### config.mk
export PLATFORM = sky130hd
export DESIGN_NAME = wspt_ctrl
export DESIGN_NICKNAME = d
export VERILOG_FILES = /design/src/hw/rtl/wspt_pkg.sv /design/src/hw/rtl/wspt_ctrl.sv
export SDC_FILE = /design/constraint.sdc
export NUM_CORES = 1
export LEC_CHECK = 0
export ABC_CLOCK_PERIOD_IN_PS = 2100
export BUFFER_PORTS_ARGS = -buffer_cell sky130_fd_sc_hd__buf_4
export CAP_MARGIN = 0
export CORE_AREA = 2 2 39 41
export CTS_CLUSTER_SIZE = 14
export DETAILED_ROUTE_END_ITERATION = 8
export DIE_AREA = 0 0 41 43
export GPL_TIMING_DRIVEN = 0
export PLACE_DENSITY_LB_ADDON = 0.1
export SYNTH_ARGS = -nofsm -noshare
export SYNTH_HDL_FRONTEND = slang
export SYNTH_SLANG_ARGS = --single-unit
### constraint.sdc
create_clock -name clk -period 2.1 [get_ports clk]
set_input_delay 0.315 -clock clk [delete_from_list [all_inputs] [get_ports clk]]
set_output_delay 0.315 -clock clk [all_outputs]
set_load 0.03 [all_outputs]
### src/hw/rtl/wspt_pkg.sv
// Shared types and constants for the working-set page tracker.
// No dependencies; used by the controller, the datapath and the top level.
package wspt_pkg;

	localparam int PAGE_IN_W   = 16;
	localparam int WINDOW_W    = 6;
	localparam int RES_CNT_W   = 7;
	localparam int FAULT_CNT_W = 32;
	localparam int STAMP_W     = 32;
	localparam int S_TDATA_W   = 16;
	localparam int M_TDATA_W   = 40;
	localparam int GROUP_W     = 32;
	localparam int GSUM_W      = 6;

	localparam logic [WINDOW_W-1:0] WINDOW_RESET = 6'd4;

	typedef enum logic [2:0] {
		ST_IDLE,
		ST_LOOKUP,
		ST_SCAN,
		ST_REPLACE,
		ST_COUNT,
		ST_EMIT
	} ctrl_state_t;

	typedef struct packed {
		logic load;
		logic lookup;
		logic scan;
		logic replace;
		logic count;
		logic emit;
	} dp_cmd_t;

	typedef struct packed {
		logic full_miss;
		logic scan_last;
		logic out_free;
	} dp_status_t;

endpackage

### src/hw/rtl/wspt_ctrl.sv
// Sequencing controller of the working-set page tracker.
// Depends on wspt_pkg; drives the datapath through dp_cmd_t, reads dp_status_t.
module wspt_ctrl (
	input  logic                clk,
	input  logic                arst_n,
	input  logic                s_tvalid,
	output logic                s_tready,
	input  wspt_pkg::dp_status_t sts,
	output wspt_pkg::dp_cmd_t    cmd
);

	wspt_pkg::ctrl_state_t state_q;
	wspt_pkg::ctrl_state_t state_d;

	always_ff @(posedge clk or negedge arst_n) begin
		if (!arst_n) begin
			state_q <= wspt_pkg::ST_IDLE;
		end else begin
			state_q <= state_d;
		end
	end

	always_comb begin
		state_d  = state_q;
		cmd      = '0;
		s_tready = 1'b0;
		unique case (state_q)
			wspt_pkg::ST_IDLE: begin
				s_tready = 1'b1;
				if (s_tvalid) begin
					cmd.load = 1'b1;
					state_d  = wspt_pkg::ST_LOOKUP;
				end
			end
			wspt_pkg::ST_LOOKUP: begin
				cmd.lookup = 1'b1;
				state_d    = sts.full_miss ? wspt_pkg::ST_SCAN : wspt_pkg::ST_COUNT;
			end
			wspt_pkg::ST_SCAN: begin
				cmd.scan = 1'b1;
				if (sts.scan_last) begin
					state_d = wspt_pkg::ST_REPLACE;
				end
			end
			wspt_pkg::ST_REPLACE: begin
				cmd.replace = 1'b1;
				state_d     = wspt_pkg::ST_COUNT;
			end
			wspt_pkg::ST_COUNT: begin
				cmd.count = 1'b1;
				state_d   = wspt_pkg::ST_EMIT;
			end
			wspt_pkg::ST_EMIT: begin
				if (sts.out_free) begin
					cmd.emit = 1'b1;
					state_d  = wspt_pkg::ST_IDLE;
				end
			end
			default: begin
				state_d = wspt_pkg::ST_IDLE;
			end
		endcase
	end

endmodule

==> impl_metrics.json, run 1 <==
{
  "final_antenna_net_count": 0,
  "path_max_fanout": 10,
  "core_um2": 1380,
  "io_pins": 13,
  "drv_cap": 0,
  "start_util_pct": 16.7,
  "wl_per_cell_um": 10.3,
  "syn_avg_cell_area_um2": 9.26,
  "antenna_found_initial": 0,
  "status": "completed",
  "mostFrequentLayoutCells": "buf_4 (14), nor3b_1 (3), nand2b_1 (3), clkbuf_4 (3), dfrtp_1 (3)",
  "drt_wl_total_um": 597,
  "tns_ps": 0,
  "syn-num-nets": 31,
  "slew_violations": 0,
  "required_ps": 1780,
  "largest_reg_flops": 3,
  "regMostFlops": "state_q",
  "finalHoldViolCount": 0,
  "cp-start-kind": "flop",
  "ir_worst_vdd_mv": 0.475,
  "vias_per_cell": 4.10,
  "rsz0062_at_grt": "no",
  "grt.total_usage_pct": 7.96,
  "drtPass1Iterations": 1,
  "layout-drive-gt1-share_pct": 45.2,
  "clock_sinks": 3,
  "clkTransAtPathRegs_ps": 40,
  "grt_max_degree": 11,
  "insertion_delay_ps": 230,
  "drc": 0,
  "gp_congestion": 0.598,
  "cts_tree": "done",
  "ys_ff_latch": 3,
  "htree_levels": 1,
  "grt-ovfl-total": 0,
  "instances_no_fill": 58,
  "syn_area_um2": 231,
  "die_h_um": 43,
  "diodes": 0,
  "tightest_slew_ps": 255,
  "cts_made_buffers": 3,
  "total_power_mw": 0.659,
  "die_w_um": 41,
  "yosysSeqAreaShare_pct": 32.4,
  "path_class": "reg2out",
  "synth_cells": 25,
  "rows": 14,
  "hold_path_class": "in2reg",
  "final_nets": 49,
  "vias": 238,
  "ctsLongestPathBuffers": 2,
  "synth_cell_types": 17,
  "dp.cells": 53,
  "power.density_nw_per_um2": 1740,
  "cts_root_buf": "clkbuf_4",
  "stdcell_area_um2": 378,
  "setup_viol": 0,
  "skew_ps": 1.63,
  "cp-end-kind": "output pin",
  "worst-endpoint-arrival_ps": 1250,
  "place_area_um2": 342,
  "leakage_nw": 0.188,
  "yosysWarnings": 0,
  "final_common_cell": "buf_4",
  "die_area_um2": 1760,
  "grt_pass1_wl_um": 903,
  "max_freq_mhz": 638,
  "drt_iter0_markers": 0,
  "relSlewSlack_pct": 82.7,
  "period_needed_ps": 1570,
  "port_buffers": 12,
  "reg_top3": "state_q (3)",
  "syn2layout_area_growth_pct": 63.2,
  "period_share_pct": 74.7,
  "grt_pass1_vias": 222
}
path summary, 6_finish.rpt:
path,from,to,slack [ps],cells past startpoint
setup / recovery,state_q[1],cmd[5],530,3
hold / removal,sts[2],state_q[1],390,3
setup reg to reg,state_q[1],state_q[0],1030,3
hold reg to reg,state_q[2],state_q[1],560,2
max in group asynchronous,arst_n,state_q[0],1600,2
min in group asynchronous,arst_n,state_q[1],410,2
cell type report:
type                    count  area, µm²
inverters                   1       3.75
repair buffers             13        100
multi-input cells          18        126
clock buffers               4       26.3
fillers                   154       1010
plain buffers               3       26.3
well taps                  16       20.0
flip-flops and latches      3       75.1
synthesized netlist by cell type:
master / number / area share, %
nand2b_1: 3 / 8.1
nor2_1: 2 / 3.2
and4bb_1: 1 / 5.4
a32o_1: 1 / 4.3
and3_1: 1 / 2.7
a21oi_1: 1 / 2.2
buf_4: 2 / 6.5
nor3_1: 1 / 2.2
nor4b_1: 1 / 3.8
a211o_1: 1 / 3.8
inv_1: 1 / 1.6
nand2_2: 1 / 2.7
and2b_1: 1 / 3.2
buf_6: 1 / 4.9
nor3b_1: 3 / 9.7
nand3b_1: 1 / 3.2
dfrtp_1: 3 / 32
metal layers:
metal	up-vias	GRT usage [%]	wire length [µm]
met5	-	0	0
met4	0	4.00	0
li1	122	-	-
met3	0	4.71	57
met1	107	9.12	266
met2	9	11.3	273
stage by stage:
step | worst slack, ps | hold slack (ps) | util (%)
after global routing | 443 | 395 | 27.3
after floorplan | 215 | 19.4 | -
final | 532 | 386 | 27.3
after CTS | 503 | 378 | 27.3
after detailed placement | 759 | 105 | 24.7
after global placement | 792 | 106 | 24.7
critical path: stages (launching register included):
cell,delay (ps)
dfrtp_1,380
buf_6,140
nor4b_1,280
buf_4,210
kinds of logic (layout without fill, tap and decap cells):
| family | Yosys count | count (layout) | share of synthesized area (%) |
|---|---|---|---|
| AOI/OAI and AO/OA | 3 | 3 | 10.3 |
| buffers and inverters | 4 | 21 | 13.0 |
| DFF | 3 | 3 | 32.4 |
| and+or+nand+nor | 15 | 15 | 44.3 |
power breakdown:
group	leakage (nW)	switching (mW)	internal [mW]	total (mW)
combinational	0.135	0.256	0.199	0.455
clock	0.0150	0.0283	0.0711	0.0995
sequential	0.0376	0.0167	0.0880	0.105
what timing repair did:
action / in CTS / in global routing
hold buffers: 1 / 0
hold endpoints to repair: 3 / 0
gates resized for setup: 0 / 0
buffers inserted: 0 / 0
(Power assumes the default switching activity.)
==> run 2, diff against run 1 <==
--- a/config.mk
+++ b/config.mk
@@ -5,7 +5,8 @@
 export SDC_FILE = /design/constraint.sdc
 export NUM_CORES = 1
 export LEC_CHECK = 0
-export ABC_CLOCK_PERIOD_IN_PS = 2100
+export ABC_AREA = 1
+export ABC_CLOCK_PERIOD_IN_PS = 1450
 export BUFFER_PORTS_ARGS = -buffer_cell sky130_fd_sc_hd__buf_4
 export CAP_MARGIN = 0
 export CORE_AREA = 2 2 39 41
==> constraint.sdc (replaced) <==
create_clock -name clk -period 1.45 [get_ports clk]
set_input_delay 0.2175 -clock clk [delete_from_list [all_inputs] [get_ports clk]]
set_output_delay 0.2175 -clock clk [all_outputs]
set_load 0.03 [all_outputs]
==> impl_metrics.json, run 2 <==
{
  "hold_path_class": "in2reg",
  "period_share_pct": 93.1,
  "port_buffers": 12,
  "yosysTopAreaCellShare_pct": 34.9,
  "syn2layout_area_growth_pct": 73.3,
  "final_nets": 57,
  "rows": 14,
  "synth_ff_type": "dfrtp_1",
  "reg_top3": "state_q (3)",
  "finalHoldViolCount": 0,
  "synth_edf_count": 0,
  "final_common_cell": "buf_4",
  "die_area_um2": 1760,
  "grt-ovfl-total": 0,
  "final_antenna_net_count": 0,
  "antenna_found_initial": 0,
  "tightest_slew_ps": 164,
  "ir_worst_vdd_mv": 0.797,
  "vias_per_cell": 3.71,
  "drtPass1Iterations": 2,
  "setup_viol": 0,
  "clkTransAtPathRegs_ps": 40,
  "grt_max_degree": 7,
  "grt_util_met3_pct": 3.66,
  "skew_ps": 1.43,
  "gp_congestion": 0.658,
  "syn_area_um2": 215,
  "power.density_nw_per_um2": 2390,
  "clock_sinks": 3,
  "synth_xor_area_share_pct": 0,
  "period_needed_ps": 1350,
  "core_um2": 1380,
  "path_class": "reg2out",
  "place_area_um2": 325,
  "insertion_delay_ps": 230,
  "cts_made_buffers": 3,
  "wl_per_cell_um": 7.86,
  "diodes": 0,
  "total_power_mw": 0.891,
  "synth_top_family_by_area": "simple AND/OR/NAND/NOR gates",
  "async_reset_ff_share_pct": 100,
  "dp.cells": 61,
  "drt_wl_total_um": 519,
  "grt_pass1_wl_um": 972,
  "netlist_top_cells_area": "dfrtp_1 (35%), nand2_1 (10%), nor3_2 (9.3%)",
  "start_util_pct": 15.6,
  "syn-num-nets": 39,
  "largest_reg_flops": 3,
  "yosysWarnings": 0,
  "syn_avg_cell_area_um2": 6.52,
  "yosys.area_share.simple_pct": 40.7,
  "min_from": "sts[0]",
  "layout-drive-gt1-share_pct": 52.0,
  "yosysSeqAreaShare_pct": 34.9,
  "synth.most_common_cell": "nand2_1",
  "mostFrequentLayoutCells": "buf_4 (12), nand2_1 (6), inv_1 (5)",
  "synth_cells": 33,
  "yosys-top-cells-count": "nand2_1 (6), inv_1 (5), nor2_1 (5)",
  "cp-end-kind": "output pin",
  "synth_adder_area_share_pct": 0,
  "htree_levels": 1,
  "relSlewSlack_pct": 89.0,
  "required_ps": 1230,
  "cts_setup_buffers": 0,
  "cp-start-kind": "flop",
  "die_w_um": 41,
  "timing.rr.start": "state_q[1]",
  "use_met1_pct": 11.0,
  "synth_mux_area_share_pct": 0,
  "vias": 245,
  "n_fill_cell": 164,
  "grt.total_usage_pct": 8.24,
  "drc": 0,
  "cts_tree": "done",
  "die_h_um": 43,
  "top_usage_layer": "met1",
  "cts_root_buf": "clkbuf_4",
  "leakage_nw": 0.206,
  "ys_ff_latch": 3,
  "worst-endpoint-arrival_ps": 1130,
  "startpoint": "state_q[1]",
  "regMostFlops": "state_q",
  "synth_top_area_cell": "dfrtp_1",
  "synth_cell_types": 13,
  "instances_no_fill": 66,
  "whs_ps": 180,
  "ctsLongestPathBuffers": 2,
  "grt_pass1_vias": 251,
  "drv_cap": 0,
  "io_pins": 13,
  "synth-compound-area-share_pct": 10.5,
  "slew_violations": 0,
  "path_max_fanout": 5,
  "dp_hpwl_um": 435,
  "max_freq_mhz": 741,
  "stdcell_area_um2": 373,
  "status": "completed",
  "grtUsageMet2_pct": 10.0,
  "drt_iter0_markers": 2
}
==> run 2: stage by stage <==
step	TNS, ps	setup slack, ps	util [%]
floorplan	0	70.3	-
global placement	0	309	23.5
detailed placement	0	312	23.5
CTS	0	53.2	26.1
global route	-3.51	-3.51	26.9
finish	0	100	26.9
==> run 2: repair_timing <==
item | in CTS | in global routing
gates resized for setup | 0 | 5
setup endpoints to repair | 0 | 2
hold buffers | 1 | 0
endpoints found under the hold margin | 3 | 0
==> run 2: power by group <==
part / leakage (nW) / total, mW / switching (mW) / internal, mW
sequential: 0.0338 / 0.210 / 0.0751 / 0.134
combinational: 0.157 / 0.536 / 0.340 / 0.196
clock: 0.0150 / 0.145 / 0.0421 / 0.103
total: 0.206 / 0.891 / 0.457 / 0.434
==> run 2: worst paths after layout <==
kind,to,slack (ps),cells past startpoint
setup / recovery,cmd[0],100,4
hold / removal,state_q[2],180,2
setup reg to reg,state_q[2],470,4
hold reg to reg,state_q[1],600,3
max in group asynchronous,state_q[2],1040,2
min in group asynchronous,state_q[0],310,2
==> run 2: logic make-up after synthesis <==
logic type | after synthesis
flip-flops | 3
buffers and inverters | 8
AO/OA/AOI/OAI | 4
AND/OR/NAND/NOR | 18
==> run 2: cell type report <==
cell class              instances  area (µm²)  area share, %
well taps                      16        20.0           5.37
clock buffers                   4        26.3           7.05
multi-input cells              22         118           31.5
flip-flops and latches          3        78.8           21.1
inverters                       8        30.0           8.05
repair buffers                 13         100           26.8
==> run 2: per-layer routing <==
| layer | wire, µm | part of all wire [%] | vias up |
|---|---|---|---|
| met3 | 45 | 8.7 | 0 |
| li1 | - | - | 136 |
| met4 | 0 | 0 | 0 |
| met2 | 235 | 45 | 7 |
| met5 | 0 | 0 | - |
| met1 | 239 | 46 | 102 |
==> run 2: worst max-delay path: stages (launching register included) <==
cell and delay [ps]:
dfrtp_2 430, inv_2 110, nand3_2 90, nor2_1 110, buf_4 160
